[src/hw/rtl/lcabl_pkg.sv]
// Shared constants, types, address helpers and the microprogram of the LCA unit.
`timescale 1ns / 1ps

package lcabl_pkg;

    localparam int NODE_W      = 10;
    localparam int DEPTH_W     = 10;
    localparam int MAX_NODES   = 1024;
    localparam int JUMP_LEVELS = 10;
    localparam int SLOT_W      = $clog2(MAX_NODES);
    localparam int K_W         = $clog2(JUMP_LEVELS + 1);
    localparam int ANC_W       = NODE_W + 1;
    localparam int ANC_DEPTH   = MAX_NODES * JUMP_LEVELS;
    localparam int ANC_AW      = $clog2(ANC_DEPTH);
    localparam int IN_DATA_W   = 24;
    localparam int IN_USER_W   = 2;
    localparam int OUT_DATA_W  = 24;
    localparam int PC_W        = 5;

    localparam logic [DEPTH_W-1:0] DEPTH_MAX = {DEPTH_W{1'b1}};
    localparam logic [ANC_W-1:0]   NO_ANC    = {1'b1, {NODE_W{1'b0}}};

    typedef enum logic [4:0] {
        OP_NOP,
        OP_LOAD,
        OP_WR_NOANC,
        OP_EMIT_ADD,
        OP_RD_DEP_B,
        OP_ADD_FIRST,
        OP_RD_ANC_PREV,
        OP_WR_LEVEL,
        OP_RD_DEP_A,
        OP_CAP_DA,
        OP_ORDER,
        OP_RD_ANC_A_K,
        OP_LIFT,
        OP_SET_K_TOP,
        OP_RD_ANC_A_KM1,
        OP_CAP_NA,
        OP_JOINT,
        OP_TAKE_P,
        OP_EMIT_Q,
        OP_EMIT_ZERO
    } t_op;

    typedef enum logic [3:0] {
        C_NEVER,
        C_ALWAYS,
        C_NO_IN,
        C_QUERY,
        C_NOT_ROOT,
        C_K_NOT_LAST,
        C_K_END,
        C_K_ZERO,
        C_A_EQ_B,
        C_P_NONE
    } t_cond;

    typedef struct packed {
        t_op             op;
        t_cond           cond;
        logic [PC_W-1:0] target;
        logic            wait_out;
    } t_uword;

    typedef struct packed {
        logic in_fire;
        logic query;
        logic not_root;
        logic k_last;
        logic k_end;
        logic k_zero;
        logic a_eq_b;
        logic p_none;
        logic out_stall;
    } t_flags;

    localparam logic [PC_W-1:0] S_LOAD      = 5'd0;
    localparam logic [PC_W-1:0] S_DISP      = 5'd1;
    localparam logic [PC_W-1:0] S_KIND      = 5'd2;
    localparam logic [PC_W-1:0] S_ROOT      = 5'd3;
    localparam logic [PC_W-1:0] S_EMIT_ADD  = 5'd4;
    localparam logic [PC_W-1:0] S_ADD_DEP   = 5'd5;
    localparam logic [PC_W-1:0] S_ADD_FIRST = 5'd6;
    localparam logic [PC_W-1:0] S_ADD_RD    = 5'd7;
    localparam logic [PC_W-1:0] S_ADD_WR    = 5'd8;
    localparam logic [PC_W-1:0] S_Q_DA      = 5'd9;
    localparam logic [PC_W-1:0] S_Q_DB      = 5'd10;
    localparam logic [PC_W-1:0] S_Q_ORDER   = 5'd11;
    localparam logic [PC_W-1:0] S_LIFT_RD   = 5'd12;
    localparam logic [PC_W-1:0] S_LIFT      = 5'd13;
    localparam logic [PC_W-1:0] S_TOP       = 5'd14;
    localparam logic [PC_W-1:0] S_JOINT_RA  = 5'd15;
    localparam logic [PC_W-1:0] S_JOINT_RB  = 5'd16;
    localparam logic [PC_W-1:0] S_JOINT     = 5'd17;
    localparam logic [PC_W-1:0] S_PARENT    = 5'd18;
    localparam logic [PC_W-1:0] S_ANS_DEP   = 5'd19;
    localparam logic [PC_W-1:0] S_EMIT_Q    = 5'd20;
    localparam logic [PC_W-1:0] S_EMIT_ZERO = 5'd21;

    function automatic t_uword mk(input t_op op, input t_cond cond,
                                  input logic [PC_W-1:0] target, input logic wait_out);
        t_uword w;
        w.op       = op;
        w.cond     = cond;
        w.target   = target;
        w.wait_out = wait_out;
        return w;
    endfunction

    // A step jumps to its target when its condition holds and falls through otherwise.
    function automatic t_uword prog_word(input logic [PC_W-1:0] pc);
        t_uword w;
        case (pc)
            S_LOAD:      w = mk(OP_LOAD,         C_NO_IN,      S_LOAD,      1'b0);
            S_DISP:      w = mk(OP_NOP,          C_QUERY,      S_Q_DA,      1'b0);
            S_KIND:      w = mk(OP_NOP,          C_NOT_ROOT,   S_ADD_DEP,   1'b0);
            S_ROOT:      w = mk(OP_WR_NOANC,     C_K_NOT_LAST, S_ROOT,      1'b0);
            S_EMIT_ADD:  w = mk(OP_EMIT_ADD,     C_ALWAYS,     S_LOAD,      1'b1);
            S_ADD_DEP:   w = mk(OP_RD_DEP_B,     C_NEVER,      S_LOAD,      1'b0);
            S_ADD_FIRST: w = mk(OP_ADD_FIRST,    C_NEVER,      S_LOAD,      1'b0);
            S_ADD_RD:    w = mk(OP_RD_ANC_PREV,  C_K_END,      S_EMIT_ADD,  1'b0);
            S_ADD_WR:    w = mk(OP_WR_LEVEL,     C_ALWAYS,     S_ADD_RD,    1'b0);
            S_Q_DA:      w = mk(OP_RD_DEP_A,     C_NEVER,      S_LOAD,      1'b0);
            S_Q_DB:      w = mk(OP_CAP_DA,       C_NEVER,      S_LOAD,      1'b0);
            S_Q_ORDER:   w = mk(OP_ORDER,        C_NEVER,      S_LOAD,      1'b0);
            S_LIFT_RD:   w = mk(OP_RD_ANC_A_K,   C_K_END,      S_TOP,       1'b0);
            S_LIFT:      w = mk(OP_LIFT,         C_ALWAYS,     S_LIFT_RD,   1'b0);
            S_TOP:       w = mk(OP_SET_K_TOP,    C_A_EQ_B,     S_ANS_DEP,   1'b0);
            S_JOINT_RA:  w = mk(OP_RD_ANC_A_KM1, C_K_ZERO,     S_PARENT,    1'b0);
            S_JOINT_RB:  w = mk(OP_CAP_NA,       C_NEVER,      S_LOAD,      1'b0);
            S_JOINT:     w = mk(OP_JOINT,        C_ALWAYS,     S_JOINT_RA,  1'b0);
            S_PARENT:    w = mk(OP_TAKE_P,       C_P_NONE,     S_EMIT_ZERO, 1'b0);
            S_ANS_DEP:   w = mk(OP_RD_DEP_A,     C_NEVER,      S_LOAD,      1'b0);
            S_EMIT_Q:    w = mk(OP_EMIT_Q,       C_ALWAYS,     S_LOAD,      1'b1);
            S_EMIT_ZERO: w = mk(OP_EMIT_ZERO,    C_ALWAYS,     S_LOAD,      1'b1);
            default:     w = mk(OP_NOP,          C_ALWAYS,     S_LOAD,      1'b0);
        endcase
        return w;
    endfunction

    function automatic logic [SLOT_W-1:0] slot_of(input logic [NODE_W-1:0] node);
        return SLOT_W'(node % MAX_NODES);
    endfunction

    // Levels outside the row fall back to level zero so the address stays in range.
    function automatic logic [ANC_AW-1:0] anc_addr(input logic [SLOT_W-1:0] s,
                                                   input logic [K_W-1:0] lvl);
        logic [K_W-1:0] l;
        l = (lvl < K_W'(JUMP_LEVELS)) ? lvl : '0;
        return ANC_AW'(s) * ANC_AW'(JUMP_LEVELS) + ANC_AW'(l);
    endfunction

endpackage

[src/hw/rtl/lcabl_useq.sv]
// Microprogram sequencer: step counter, control store lookup and conditional jumps.
`timescale 1ns / 1ps

module lcabl_useq (
    input  logic                i_clk,
    input  logic                i_rst_n,
    input  lcabl_pkg::t_flags   i_flags,
    output lcabl_pkg::t_uword   o_uword
);

    logic [lcabl_pkg::PC_W-1:0] r_pc;
    logic [lcabl_pkg::PC_W-1:0] n_pc;
    lcabl_pkg::t_uword          w_uw;
    logic                       w_take;

    assign w_uw = lcabl_pkg::prog_word(r_pc);

    always_comb begin
        case (w_uw.cond)
            lcabl_pkg::C_NEVER:      w_take = 1'b0;
            lcabl_pkg::C_ALWAYS:     w_take = 1'b1;
            lcabl_pkg::C_NO_IN:      w_take = !i_flags.in_fire;
            lcabl_pkg::C_QUERY:      w_take = i_flags.query;
            lcabl_pkg::C_NOT_ROOT:   w_take = i_flags.not_root;
            lcabl_pkg::C_K_NOT_LAST: w_take = !i_flags.k_last;
            lcabl_pkg::C_K_END:      w_take = i_flags.k_end;
            lcabl_pkg::C_K_ZERO:     w_take = i_flags.k_zero;
            lcabl_pkg::C_A_EQ_B:     w_take = i_flags.a_eq_b;
            lcabl_pkg::C_P_NONE:     w_take = i_flags.p_none;
            default:                 w_take = 1'b0;
        endcase
    end

    always_comb begin
        if (w_uw.wait_out && i_flags.out_stall) begin
            n_pc = r_pc;
        end else if (w_take) begin
            n_pc = w_uw.target;
        end else begin
            n_pc = r_pc + 1'b1;
        end
    end

    always_ff @(posedge i_clk) begin
        if (!i_rst_n) begin
            r_pc <= lcabl_pkg::S_LOAD;
        end else begin
            r_pc <= n_pc;
        end
    end

    assign o_uword = w_uw;

endmodule

[config.mk]
export PLATFORM = sky130hd
export DESIGN_NAME = lcabl_useq
export DESIGN_NICKNAME = d
export VERILOG_FILES = /design/src/hw/rtl/lcabl_pkg.sv /design/src/hw/rtl/lcabl_useq.sv
export SDC_FILE = /design/constraint.sdc
export NUM_CORES = 1
export LEC_CHECK = 0
export ABC_AREA = 1
export BUFFER_PORTS_ARGS = -buffer_cell sky130_fd_sc_hd__clkbuf_2
export CORE_AREA = 2 2 60 62
export CTS_BUF_LIST = sky130_fd_sc_hd__clkbuf_8
export CTS_CLUSTER_DIAMETER = 150
export DETAILED_ROUTE_END_ITERATION = 8
export DIE_AREA = 0 0 62 64
export GPL_ROUTABILITY_DRIVEN = 1
export GPL_TIMING_DRIVEN = 1
export PLACE_DENSITY = 0.67
export SLEW_MARGIN = 5
export SYNTH_ARGS = -nofsm -noshare
export SYNTH_HDL_FRONTEND = slang
export SYNTH_SLANG_ARGS = --single-unit
[constraint.sdc]
create_clock -name i_clk -period 5.86 [get_ports i_clk]
set_clock_uncertainty 0.2 [all_clocks]
set_input_delay 0.293 -clock i_clk [delete_from_list [all_inputs] [get_ports i_clk]]
set_output_delay 0.293 -clock i_clk [all_outputs]
set_load 0.05 [all_outputs]
==> flow_summary.yaml <==
status:
  status: "finished, final reports clean"
drt:
  first_pass_iters: 4
  wl_per_cell_um: 11.49
  routed_wl_mm: 2.953
  initialDrtViolationCount: 65
  antenna_left: 0
  drt-vias-per-instance: 4.790
  drc: 0
  via_count: 1231
finish:
  drive_gt1_share_pct: 29.38
  final_common_cell: "nand2_1"
  diodes: 0
  multi_input_area_um2: 797.0
  areaGrowthSynthToFinish_pct: 17.49
  seq_area_um2: 400.4
  fillers: 340
  final_cell_mix: "nand2_1 (55), nand3_1 (27), clkbuf_2 (25)"
  nets: 226
  final_area_um2: 1521
floorplan:
  die_width_um: 62
  die-height_um: 64
  die-area_um2: 3968
  core_area_um2: 3284
  ios: 26
  rows: 21
  initial_utilization_pct: 39.43
timing:
  rsz0062_at_grt: "false"
  setup_viol: 0
  setup_tns_ns: 0
  maxSlewViolCount: 0
  final.period_utilization_pct: 39.18
  fmax_mhz: 435.5
  final-hold-violation-count: 0
  worst_pin_slew_ns: 0.3508
  slew_headroom_pct: 76.56
  min_period_ns: 2.296
  whs_ns: 0.3248
clocking:
  cts-root-buf: "clkbuf_8"
  clock_latency_ns: 0.26
  cts_hold_buf: 0
  htree_levels: 1
  postCtsSetupRepairBufs: 0
  cts.sink_count: 20
  cts_resized: 0
  path_clk_slew_ns: 0.07
  cts_buffers: 3
  cts_tree: "done"
  cts_buffer_depth: 2
critical_path:
  r2r_start: "o_uword[8]$_SDFF_PN0_"
  critPathKind: "flip-flop to flip-flop"
  worstPathArrival_ns: 2.25
  required_ns: 5.81
  cp_max_fo: 9
  cp-start-kind: "flip-flop"
  worstSetupStartpoint: "o_uword[8]$_SDFF_PN0_"
  endpoint_kind: "flip-flop"
yosys:
  synth_compound_gate_area_share_pct: 6.570
  ys_warn_count: 0
  synth_xor_area_share_pct: 2.029
  yosys.area_share.simple_pct: 50.05
  synthMuxAreaShare_pct: 0
  synth_fp_nets: 197
  syn_inst: 183
  synth_area_per_cell_um2: 7.076
  ys_types: 24
  synth_seq_cells: 20
  synth_top_family_by_area: "simple AND/OR/NAND/NOR gates"
  ys_seq_area_share_pct: 30.92
  synth_area_um2: 1295
  synthAdderAreaFrac_pct: 2.899
global_route:
  track_usage_pct: 17.03
  grt_pass1_vias: 1154
  overflow: 0
  grt_max_degree: 12
  antenna_found_initial: 0
  grt_first_pass_wirelength_mm: 5.037
placed_design:
  place.gp.congestion: 0.8991
  place_area_um2: 1466
  place.detailed.hpwl_mm: 2.383
  io_buffers: 25
run:
  drv_cap: 0
min_path:
  hold_class: "input port to flip-flop"
  min_from: "i_rst_n"
-- layout make-up --
| cell class | instances | share of cell area (%) |
|---|---|---|
| inverter | 23 | 5.674 |
| tap | 46 | 3.783 |
| timing repair buffer | 25 | 8.224 |
| multi-input combinational | 139 | 52.38 |
| clock buffer | 4 | 3.618 |
| sequential | 20 | 26.32 |
-- metal layers --
layer	up-vias	GRT usage, %	wire length (µm)
met1	529	22.92	1380
li1	650	-	-
met2	46	26.30	1382
met4	0	7.447	35
met5	-	0	0
met3	6	2.429	154
-- synthesized netlist by cell type, drive strengths merged --
master / number / share of area [%]
nand2: 71 / 27
nand3: 31 / 15
inv: 23 / 6.7
dfxtp: 20 / 31
nor2: 11 / 5.1
o21ai: 6 / 2.3
nand4: 4 / 1.9
a21oi: 3 / 2.0
ha: 3 / 2.9
o211ai: 3 / 1.7
xor2: 3 / 2.0
or2: 2 / 0.97
buf: 1 / 0.87
nand3b: 1 / 0.58
o22ai: 1 / 0.48
-- worst max-delay path, cell delays in order (launching register included) --
cell,delay [ns]
dfxtp_1,0.43
inv_2,0.07
nand2_1,0.06
nand3_1,0.07
nand2_2,0.10
nand2_4,0.07
nand3_4,0.13
nand2_1,0.07
nand2_1,0.07
nand2_2,0.06
nand2_4,0.14
inv_2,0.07
ha_1,0.25
inv_1,0.09
nand2_1,0.07
o21ai_0,0.18
nand2_1,0.07
-- sequential cells by signal, indices dropped and copies added (netlist names) --
name,cells
o_uword,15
r_pc,5
-- logic make-up (layout without fill, tap and decap cells) --
group,Yosys count,in the layout
xor gates and xnor gates,3,3
adders and majority gates,3,3
DFF,20,20
buffers and inverters,24,52
and+or+nand+nor,120,120
AOI/OAI and AO/OA,13,13
-- metrics by stage --
step | std cells | worst slack (ns) | util (%)
after floorplan | 183 | 3.381 | -
after global placement | 253 | 3.599 | 44.65
after CTS | 257 | 3.541 | 46.32
after detailed placement | 253 | 3.557 | 44.65
after global routing | 257 | 3.313 | 46.32
final | 257 | 3.564 | 46.32
-- final timing paths --
path / to / slack (ns) / cells past startpoint
worst max-delay path: o_uword[6]$_DFF_P_ / 3.56 / 16
worst min-delay path: o_uword[11]$_DFF_P_ / 0.32 / 4
worst max register to register: o_uword[6]$_DFF_P_ / 3.56 / 16
worst min register to register: r_pc[3]$_SDFFE_PN0N_ / 0.50 / 2
Power is left out: the tool's default activity adds up to more than one toggle a clock period on the data nets, which glitch-free logic cannot reach.
